`config.mk`:
```
export PLATFORM = sky130hd
export DESIGN_NAME = event_flag_group_engine
export DESIGN_NICKNAME = d
export VERILOG_FILES = /design/src/rtl/efg_pkg.sv /design/src/rtl/efg_cell.sv /design/src/rtl/event_flag_group_engine.sv
export SDC_FILE = /design/constraint.sdc
export NUM_CORES = 2
export LEC_CHECK = 0
export ABC_CLOCK_PERIOD_IN_PS = 25000
export BUFFER_PORTS_ARGS = -buffer_cell sky130_fd_sc_hd__buf_2
export CORE_ASPECT_RATIO = 1.75
export CORE_UTILIZATION = 55
export CTS_CLUSTER_DIAMETER = 30
export DETAILED_ROUTE_END_ITERATION = 10
export GPL_ROUTABILITY_DRIVEN = 1
export PLACE_DENSITY_LB_ADDON = 0.3
export SLEW_MARGIN = 20
export SYNTH_ARGS = -nofsm -noshare
export SYNTH_HDL_FRONTEND = slang
export SYNTH_SLANG_ARGS = --single-unit
```
`constraint.sdc`:
```
create_clock -name aclk -period 25 [get_ports aclk]
set_clock_uncertainty 0.1 [all_clocks]
set_input_delay 5 -clock aclk [delete_from_list [all_inputs] [get_ports aclk]]
set_output_delay 5 -clock aclk [all_outputs]
set_load 0.005 [all_outputs]
```
`src/rtl/efg_pkg.sv`:
```
// ----------------------------------------------------------------------------
// efg_pkg
// Types, codes and the flag check shared by the event flag group engine.
// ----------------------------------------------------------------------------
package efg_pkg;

    localparam int NUM_WAITERS = 16;
    localparam int FLAG_BITS   = 32;
    localparam int CNT_W       = $clog2(NUM_WAITERS + 1);

    // function codes
    localparam logic [2:0] FUNC_WAIT    = 3'd0;
    localparam logic [2:0] FUNC_TRY     = 3'd1;
    localparam logic [2:0] FUNC_SET     = 3'd2;
    localparam logic [2:0] FUNC_CLEAR   = 3'd3;
    localparam logic [2:0] FUNC_DESTROY = 3'd4;
    localparam logic [2:0] FUNC_LOAD    = 3'd5;

    // status codes
    localparam logic [1:0] ST_OK      = 2'd0;
    localparam logic [1:0] ST_PENDING = 2'd1;
    localparam logic [1:0] ST_FULL    = 2'd2;
    localparam logic [1:0] ST_DELETED = 2'd3;

    typedef logic [FLAG_BITS-1:0] flag_t;
    typedef logic [CNT_W-1:0]     cnt_t;

    typedef struct packed {
        logic [2:0]  func;
        logic [7:0]  task_id;
        logic        want_set;
        logic        want_all;
        logic        consume;
        logic [31:0] mask;
    } in_t;

    typedef struct packed {
        logic [7:0]  task_id_res;
        logic [1:0]  status;
        logic [31:0] result_flags;
        logic        woken;
        logic [31:0] flags_now;
        logic [4:0]  waiter_count;
        logic        last;
    } out_t;

    // one waiter entry; mode bit 0 want_set, bit 1 want_all, bit 2 consume
    typedef struct packed {
        logic       used;
        logic       woken;
        logic [7:0] task_id;
        flag_t      mask;
        logic [2:0] mode;
    } entry_t;

    typedef struct packed {
        logic shift;
        logic load;
    } cell_ctl_t;

    typedef struct packed {
        logic  pass;
        flag_t cal;
        flag_t flags;
    } chk_t;

    // test a mask against the flags and apply consume on a pass
    function automatic chk_t efg_check(flag_t flags, logic [2:0] mode, flag_t mask);
        chk_t r;
        r.cal   = mode[0] ? (flags & mask) : (~flags & mask);
        r.pass  = mode[1] ? (r.cal == mask) : (r.cal != '0);
        r.flags = flags;
        if (r.pass && mode[2]) begin
            r.flags = mode[0] ? (flags & ~mask) : (flags | mask);
        end
        return r;
    endfunction

endpackage

```
`src/rtl/efg_cell.sv`:
```
// ----------------------------------------------------------------------------
// efg_cell
// One waiter slot of the queue: takes its upper neighbor on a shift, or a
// fed-back or appended entry on a load.
// ----------------------------------------------------------------------------
module efg_cell (
    input  logic               aclk,
    input  logic               aresetn,
    input  efg_pkg::cell_ctl_t ctl,
    input  efg_pkg::entry_t    nbr,
    input  efg_pkg::entry_t    feed,
    output efg_pkg::entry_t    ent
);
    import efg_pkg::*;

    entry_t ent_reg;

    // load wins over shift so a kept head lands at the tail
    always_ff @(posedge aclk) begin
        if (!aresetn) begin
            ent_reg.used  <= 1'b0;
            ent_reg.woken <= 1'b0;
        end else if (ctl.load) begin
            ent_reg <= feed;
        end else if (ctl.shift) begin
            ent_reg <= nbr;
        end
    end

    assign ent = ent_reg;

endmodule

```
`src/rtl/event_flag_group_engine.sv`:
```
// ----------------------------------------------------------------------------
// event_flag_group_engine
// Event flag word with an ordered queue of waiting tasks.
// ----------------------------------------------------------------------------
// Waiters sit in a row of cells that shifts toward the head; the head entry
// is checked and either dropped or written back behind the last one, so a
// full pass over n waiters keeps their order. Wait, try, load and unknown
// functions give a result straight from the idle state. A post walks the
// queue, then hands out wakeups (one per cycle while the result side keeps
// up) and then the caller's result. Destroy skips the walk. Every result of
// an input carries the flag word and waiter count as they stand after that
// input is done.
module event_flag_group_engine (
    input  logic           aclk,
    input  logic           aresetn,
    input  logic           s_valid,
    output logic           s_ready,
    input  efg_pkg::in_t   s_data,
    output logic           m_valid,
    input  logic           m_ready,
    output efg_pkg::out_t  m_data
);
    import efg_pkg::*;

    localparam logic [1:0] S_IDLE  = 2'd0;
    localparam logic [1:0] S_WALK  = 2'd1;
    localparam logic [1:0] S_EMIT  = 2'd2;
    localparam logic [1:0] S_FINAL = 2'd3;

    logic [1:0] state_reg;
    flag_t      flag_reg;
    cnt_t       cnt_reg;
    cnt_t       iter_reg;
    cnt_t       wait_cnt_reg;
    logic [2:0] func_reg;
    logic [7:0] tid_reg;
    out_t       out_reg;
    out_t       out_next;
    logic       out_valid_reg;
    logic       out_valid_next;

    entry_t     ent [NUM_WAITERS];
    cell_ctl_t  ctl [NUM_WAITERS];
    entry_t     feed;
    entry_t     head;
    entry_t     kept;
    chk_t       head_chk;
    chk_t       in_chk;
    flag_t      in_mask;
    logic       out_free;
    logic       take;
    logic       shift_en;
    logic       keep_en;
    logic       app_en;
    logic       drop;

    assign out_free = !out_valid_reg || m_ready;
    assign s_ready  = (state_reg == S_IDLE) && out_free;
    assign take     = s_valid && s_ready;
    assign in_mask  = s_data.mask[FLAG_BITS-1:0];
    assign in_chk   = efg_check(flag_reg, {s_data.consume, s_data.want_all, s_data.want_set},
                                in_mask);
    assign head     = ent[0];
    assign head_chk = efg_check(flag_reg, head.mode, head.mask);
    assign drop     = (func_reg == FUNC_DESTROY) || head.woken;

    // head entry written back after the walk check
    always_comb begin
        kept = head;
        if (state_reg == S_WALK && head_chk.pass) begin
            kept.woken = 1'b1;
            kept.mask  = head_chk.cal;
        end
    end

    // decide shift, write-back and append for this cycle
    always_comb begin
        shift_en = 1'b0;
        keep_en  = 1'b0;
        app_en   = 1'b0;
        case (state_reg)
            S_IDLE: begin
                app_en = take && (s_data.func == FUNC_WAIT) && !in_chk.pass
                         && (cnt_reg < CNT_W'(NUM_WAITERS));
            end
            S_WALK: begin
                if (iter_reg != '0) begin
                    shift_en = 1'b1;
                    keep_en  = 1'b1;
                end
            end
            S_EMIT: begin
                if (iter_reg != '0) begin
                    if (!drop) begin
                        shift_en = 1'b1;
                        keep_en  = 1'b1;
                    end else if (out_free) begin
                        shift_en = 1'b1;
                    end
                end
            end
            default: ;
        endcase
        feed = kept;
        if (app_en) begin
            feed.used    = 1'b1;
            feed.woken   = 1'b0;
            feed.task_id = s_data.task_id;
            feed.mask    = in_mask;
            feed.mode    = {s_data.consume, s_data.want_all, s_data.want_set};
        end
    end

    // row of waiter cells
    for (genvar i = 0; i < NUM_WAITERS; i++) begin : g_cell
        entry_t nbr;
        if (i == NUM_WAITERS - 1) begin : g_end
            assign nbr = '0;
        end else begin : g_mid
            assign nbr = ent[i+1];
        end
        assign ctl[i].shift = shift_en;
        assign ctl[i].load  = (keep_en && (cnt_reg - 1'b1 == CNT_W'(i)))
                              || (app_en && (cnt_reg == CNT_W'(i)));
        efg_cell u_cell (
            .aclk    (aclk),
            .aresetn (aresetn),
            .ctl     (ctl[i]),
            .nbr     (nbr),
            .feed    (feed),
            .ent     (ent[i])
        );
    end

    // build the next result transfer
    always_comb begin
        out_valid_next = out_valid_reg && !m_ready;
        out_next       = out_reg;
        case (state_reg)
            S_IDLE: begin
                if (take) begin
                    out_next.task_id_res  = s_data.task_id;
                    out_next.status       = ST_OK;
                    out_next.result_flags = '0;
                    out_next.woken        = 1'b0;
                    out_next.flags_now    = 32'(flag_reg);
                    out_next.waiter_count = 5'(cnt_reg);
                    out_next.last         = 1'b1;
                    case (s_data.func)
                        FUNC_WAIT: begin
                            out_valid_next        = 1'b1;
                            out_next.result_flags = 32'(in_chk.cal);
                            out_next.flags_now    = 32'(in_chk.flags);
                            if (!in_chk.pass) begin
                                if (app_en) begin
                                    out_next.waiter_count = 5'(cnt_reg + 1'b1);
                                    out_next.status       = ST_PENDING;
                                end else begin
                                    out_next.status = ST_FULL;
                                end
                            end
                        end
                        FUNC_TRY: begin
                            out_valid_next        = 1'b1;
                            out_next.result_flags = 32'(in_chk.cal);
                            out_next.flags_now    = 32'(in_chk.flags);
                            out_next.status       = in_chk.pass ? ST_OK : ST_PENDING;
                        end
                        FUNC_SET, FUNC_CLEAR, FUNC_DESTROY: ;
                        FUNC_LOAD: begin
                            out_valid_next     = 1'b1;
                            out_next.flags_now = 32'(in_mask);
                        end
                        default: begin
                            out_valid_next = 1'b1;
                        end
                    endcase
                end
            end
            S_EMIT: begin
                if (iter_reg != '0 && drop && out_free) begin
                    out_valid_next        = 1'b1;
                    out_next.task_id_res  = head.task_id;
                    out_next.status       = (func_reg == FUNC_DESTROY) ? ST_DELETED : ST_OK;
                    out_next.result_flags = 32'(head.mask);
                    out_next.woken        = 1'b1;
                    out_next.flags_now    = 32'(flag_reg);
                    out_next.waiter_count = 5'(wait_cnt_reg);
                    out_next.last         = 1'b0;
                end
            end
            S_FINAL: begin
                if (out_free) begin
                    out_valid_next        = 1'b1;
                    out_next.task_id_res  = tid_reg;
                    out_next.status       = ST_OK;
                    out_next.result_flags = '0;
                    out_next.woken        = 1'b0;
                    out_next.flags_now    = 32'(flag_reg);
                    out_next.waiter_count = 5'(wait_cnt_reg);
                    out_next.last         = 1'b1;
                end
            end
            default: ;
        endcase
    end

    // hold the result register
    always_ff @(posedge aclk) begin
        if (!aresetn) begin
            out_valid_reg <= 1'b0;
        end else begin
            out_valid_reg <= out_valid_next;
            out_reg       <= out_next;
        end
    end

    // sequence the walk, the wakeup pass and the results
    always_ff @(posedge aclk) begin
        if (!aresetn) begin
            state_reg     <= S_IDLE;
            flag_reg      <= '0;
            cnt_reg       <= '0;
            iter_reg      <= '0;
            wait_cnt_reg  <= '0;
        end else begin
            case (state_reg)
                S_IDLE: begin
                    if (take) begin
                        func_reg <= s_data.func;
                        tid_reg  <= s_data.task_id;
                        case (s_data.func)
                            FUNC_WAIT: begin
                                flag_reg <= in_chk.flags;
                                if (app_en) begin
                                    cnt_reg <= cnt_reg + 1'b1;
                                end
                            end
                            FUNC_TRY: begin
                                flag_reg <= in_chk.flags;
                            end
                            FUNC_SET: begin
                                flag_reg     <= flag_reg | in_mask;
                                iter_reg     <= cnt_reg;
                                wait_cnt_reg <= cnt_reg;
                                state_reg    <= S_WALK;
                            end
                            FUNC_CLEAR: begin
                                flag_reg     <= flag_reg & ~in_mask;
                                iter_reg     <= cnt_reg;
                                wait_cnt_reg <= cnt_reg;
                                state_reg    <= S_WALK;
                            end
                            FUNC_DESTROY: begin
                                iter_reg     <= cnt_reg;
                                wait_cnt_reg <= '0;
                                state_reg    <= S_EMIT;
                            end
                            FUNC_LOAD: begin
                                flag_reg <= in_mask;
                            end
                            default: ;
                        endcase
                    end
                end
                S_WALK: begin
                    if (iter_reg == '0) begin
                        iter_reg  <= cnt_reg;
                        state_reg <= S_EMIT;
                    end else begin
                        iter_reg <= iter_reg - 1'b1;
                        if (head_chk.pass) begin
                            flag_reg     <= head_chk.flags;
                            wait_cnt_reg <= wait_cnt_reg - 1'b1;
                        end
                    end
                end
                S_EMIT: begin
                    if (iter_reg == '0) begin
                        state_reg <= S_FINAL;
                    end else if (!drop) begin
                        iter_reg <= iter_reg - 1'b1;
                    end else if (out_free) begin
                        iter_reg <= iter_reg - 1'b1;
                        cnt_reg  <= cnt_reg - 1'b1;
                    end
                end
                S_FINAL: begin
                    if (out_free) begin
                        state_reg <= S_IDLE;
                    end
                end
                default: state_reg <= S_IDLE;
            endcase
        end
    end

    assign m_valid = out_valid_reg;
    assign m_data  = out_reg;

endmodule

```
---- Yosys cells after proc, flatten, opt, wreduce, memory -nomap -nowiden ----
Cells that the tools add are included.
word-level totals
  bits in registers ....................... 862
  word-level logic and storage cells ...... 385
cells by class
  $add $sub $neg .......................... 4
  $lt $le $gt $ge ......................... 1
  equal/unequal tests ..................... 57
  multiplexer cells ....................... 99
  bitwise gates (word level) .............. 11
  reductions and logical operators ........ 118
operators by type and width
  cell                  count
  $mux W45              33
  $mux W32              10
  $mux W81              3
  $pmux W81 S3          1
  $and A32 B32 Y32      6
  $pmux W32 S2          2
  $pmux W32 S4          1
  $not A32 Y32          3
  $mux W5               17
  $eq A5 B4 Y1 const B  16
  $pmux W34 S2          1
  $eq A32 B32 Y1        2
  $or A32 B32 Y32       2
  $reduce_bool A32 Y1   2
  $logic_and A1 B1 Y1   43
  $eq A5 B3 Y1 const B  8
  $reduce_bool A2 Y1    18
  $reduce_and A2 Y1     16
  $pmux W5 S2           3
  $ne A2 B2 Y1 const B  11
  $eq A5 B2 Y1 const B  4
  $reduce_and A5 Y1     4
  $logic_or A1 B1 Y1    18
  $logic_not A5 Y1      3
  other kinds (29)      63

---- Longest topological paths before layout ----
  word-level depth ........................ 14
  depth in mapped cells ................... 13

---- Hierarchy ----
A second synthesis with hierarchy kept.
unflattened totals
  cells, all modules ...................... 3124
  area, all modules ....................... 43514.2 um^2
modules (own cells, without submodules)
  module                   instances  cells an instance  area an instance (um^2)  sequential area each (um^2)
  efg_cell                 16         100                1985.7                   1331.3
  event_flag_group_engine  1          1524               11743.8                  3763.6

---- Worst setup path after synthesis ----
Ideal clock, no wire load.
  kind .................................... input port to flip-flop
  start point ............................. input port aresetn
  end point ............................... register out_reg (netlist bit m_data[0]) (enable)
  library setup time ...................... 620 ps
  arrival time ............................ 11113 ps
  path slack .............................. 13167 ps
  stages .................................. 4
  path through ............................ clkbuf_1 inv_1 clkbuf_1 nor3_1
on the way
  word-level cells in the longest chain between the ends .. 1
RTL lines
  what                                line                            source
  from (decl)                         event_flag_group_engine.sv:15   input logic aresetn,
  $reduce_and A5 Y1 (no source line)  --
  to (signal assigned)                event_flag_group_engine.sv:214  out_reg <= out_next;
  to (decl)                           event_flag_group_engine.sv:37   out_t out_reg;
Every way passes these cells.
A chain may end at the register's enable or synchronous reset.

---- Worst setup path after layout ----
  start point ............................. input port m_ready
  end point ............................... output port s_ready
on the way
  word-level cells in the longest chain between the ends .. 2
RTL lines
  what                 line                           source
  from (decl)          event_flag_group_engine.sv:20  input logic m_ready,
  $logic_or A1 B1 Y1   event_flag_group_engine.sv:57  assign out_free = !out_valid_reg || m_ready;
  $logic_and A1 B1 Y1  event_flag_group_engine.sv:58  assign s_ready = (state_reg == S_IDLE) && out_free;
  to (decl)            event_flag_group_engine.sv:17  output logic s_ready,
Every way passes these cells.

==> flow_summary.ini <==
[clock_network]
post-cts-setup-buffers = 0
numCtsBuffers = 112
clockBufferDepth = 3
cts_resized = 0
clk_pin_slew_ns = 0.06
cts_sinks = 846
ctsHoldBuffers = 0
cts_tree = done
clkLatencyLatePin_ns = 0.69
cts-root-buf = clkbuf_16
htree_levels = 3

[logic_synthesis]
yosys_warnings = 0
async_reset_ff_frac = 0
syn-cell-area_um2 = 42300
syn-num-nets = 3197
synth.ff_latch_count = 846
synth_cells = 3132
yosysUniqueCellTypes = 78
synth_area_leaders = edfxtp_1 55%, mux2_2 16%, dfxtp_1 3.1%, clkbuf_1 1.6%, mux2i_1 1.6%
ys_seq_area_frac = 0.585
synth_edf_count = 780
netlist.top_cell.by_area = edfxtp_1
synth_top_area_frac = 0.554
synth.avg_cell_area_um2 = 13.5
synth_ff_type = edfxtp_1

[critical_path]
reg2reg_setup_slack_ns = 19.69
endpoint_kind = primary output
crit_chain = buf_2 -> nand2b_1 -> and2_1 -> buf_2
cp-start-kind = input pin
path_max_fanout = 7
slowest_delay_ns = 0.23
cp.arrival_ns = 5.66
cpLargestDelayFamily = simple AND/OR/NAND/NOR gates
cp_slowest_cell = nand2b_1
path_class = in2out
crit_path_frequent_cell = buf_2
crit_buf_inv = 2
required_ns = 19.90

[power]
p_leak_nw = 15.8
power_mw = 4.31
ir_drop_v = 0.0000552
p_per_area_nw_per_um2 = 91.2

[placement]
place_hpwl_mm = 65.3
place_ws_ns = 14.24
io_buffers = 132
dp.cells = 4014
gp_congestion = 0.943

[sta]
hold_violations = 0
worst-slew-pin-transition_ns = 1.14
fmax_ghz = 0.0930
layout_setup_ws_ns = 14.24
drv_slew = 0
fin_setup_tns_ns = 0
relSlewSlack = 0.240
rsz0062_at_grt = no
min_period_ns = 10.76
setup_viol = 0
post-route-period-util = 0.430

[global_routing]
antenna_found_initial = 0
grt_max_degree = 97
grtUsageTotal = 0.253
grt_pass1_vias = 27100
gr-total-overflow = 0
grt_pass1_wl_mm = 154

[cells_and_area]
fillers = 5698
stdcell_count = 4228
final_core_util = 0.621
layout-drive-gt1-share = 0.339
area_delta_synth_final_pct = 11.7
multi_input_area_um2 = 15900
largest_register_ff_count = 704
antennaDiodeCount = 0
regArea_um2 = 24700
nets = 3177

[worst_hold_path]
hold_class = reg2reg

[route]
avgViaCountPerCell = 6.30
first_pass_iters = 6
drt_wl_total_mm = 97.9
ant_nets = 0
vias = 26600
drt_first_iter_violations = 2427
drc = 0
wl_per_cell_um = 23.2

[floorplanning]
dieHeight_um = 369
io_pins = 133
floorplan.rows = 134
start_util = 0.556
dieArea_um2 = 78100
die_w_um = 212
core_area_um2 = 76100

[job]
cap_viol_max_count = 0

[run_status]
outcome = finished, final reports clean
[final cells by class]
class | count | share of cell area
Clock inverter | 83 | 0.0185
Tap cell | 1020 | 0.0270
Multi-Input combinational cell | 1860 | 0.336
Sequential cell | 846 | 0.524
Timing Repair Buffer | 198 | 0.0248
Clock buffer | 127 | 0.0619
Inverter | 94 | 0.00747
[synthesized netlist by cell type, types with 34 or more instances]
cell and n:
a21oi_1 64, a22oi_1 61, a32o_1 41, and2_1 55, and3_1 41, buf_2 109, clkbuf_1 182, dfxtp_1 66
edfxtp_1 780, inv_1 90, mux2_1 41, mux2_2 614, mux2i_1 66, nand2_1 117, nor2_1 90, nor3_1 57
o211ai_1 58, o22ai_1 49, o31ai_1 34, o41ai_1 38, xnor2_1 45
[worst register-to-register path, cell delays in order (launching register included)]
cell and delay [ns]:
dfxtp_1 0.51, inv_1 0.14, a222oi_1 0.91, nand3_1 0.17, a22o_1 0.31, o21ba_2 0.22, buf_4 0.30, nor2_2 0.18
buf_4 0.41, a21o_2 0.21, buf_4 0.47, o21a_2 0.97
[kinds of logic after synthesis]
group | Yosys count | synth area share
xor+xnor | 73 | 0.0151
compound gates | 559 | 0.101
fa+ha+maj | 15 | 0.00444
buf+inv | 426 | 0.0448
mux | 721 | 0.190
simple gates | 492 | 0.0600
flops | 846 | 0.585
[final timing paths]
path / depth (start not counted) / start / end
setup / recovery: 4 / m_ready / s_ready
setup reg to reg: 11 / register / g_cell[1].u_cell.ent[26]
hold / removal: 1 / g_cell[7].u_cell.ent[5] / g_cell[6].u_cell.ent[5]
hold reg to reg: 1 / g_cell[7].u_cell.ent[5] / g_cell[6].u_cell.ent[5]
[metal layers]
layer  global-route usage  part of all wire  up-vias
met5                    0                 0        -
met4                0.148             0.056        0
li1                     -                 -    12000
met2                0.442              0.51     1152
met1                0.289              0.37    13100
met3               0.0424             0.066      315
[where the power goes]
part	internal (mW)	total (mW)	leakage, nW	switching [mW]
Sequential	1.71	1.82	7.56	0.109
Clock	0.976	1.61	1.83	0.631
Combinational	0.310	0.881	6.39	0.571
Total	3.00	4.31	15.8	1.31
[cells in the final DEF, fill, tap and decap left out, types with 25 or more instances in the layout]
| cell | n |
|---|---|
| edfxtp_1 | 780 |
| mux2_2 | 614 |
| buf_2 | 131 |
| nand2_1 | 115 |
| clkbuf_16 | 115 |
| inv_1 | 90 |
| nor2_1 | 84 |
| dfxtp_1 | 66 |
| buf_4 | 66 |
| a21oi_1 | 63 |
| a22oi_1 | 61 |
| o211ai_1 | 58 |
| nor3_1 | 55 |
| and2_1 | 55 |
| o22ai_1 | 49 |
| mux2i_1 | 47 |
| xnor2_1 | 45 |
| mux2_1 | 41 |
| a32o_1 | 41 |
| and3_1 | 39 |
| o41ai_1 | 38 |
| o31ai_1 | 34 |
| a2111oi_0 | 32 |
| nand3_1 | 31 |
| xor2_1 | 28 |
| a211oi_1 | 27 |
| nand2b_1 | 26 |
| o32ai_1 | 25 |
[metrics by stage]
step	hold slack, ns	area, um2
after floorplan	0.354	42300
after global placement	0.368	43300
after detailed placement	0.394	43300
after CTS	0.404	47100
after global routing	0.418	47200
final	0.412	47200
Note: power is estimated with default switching activity, not from simulation.
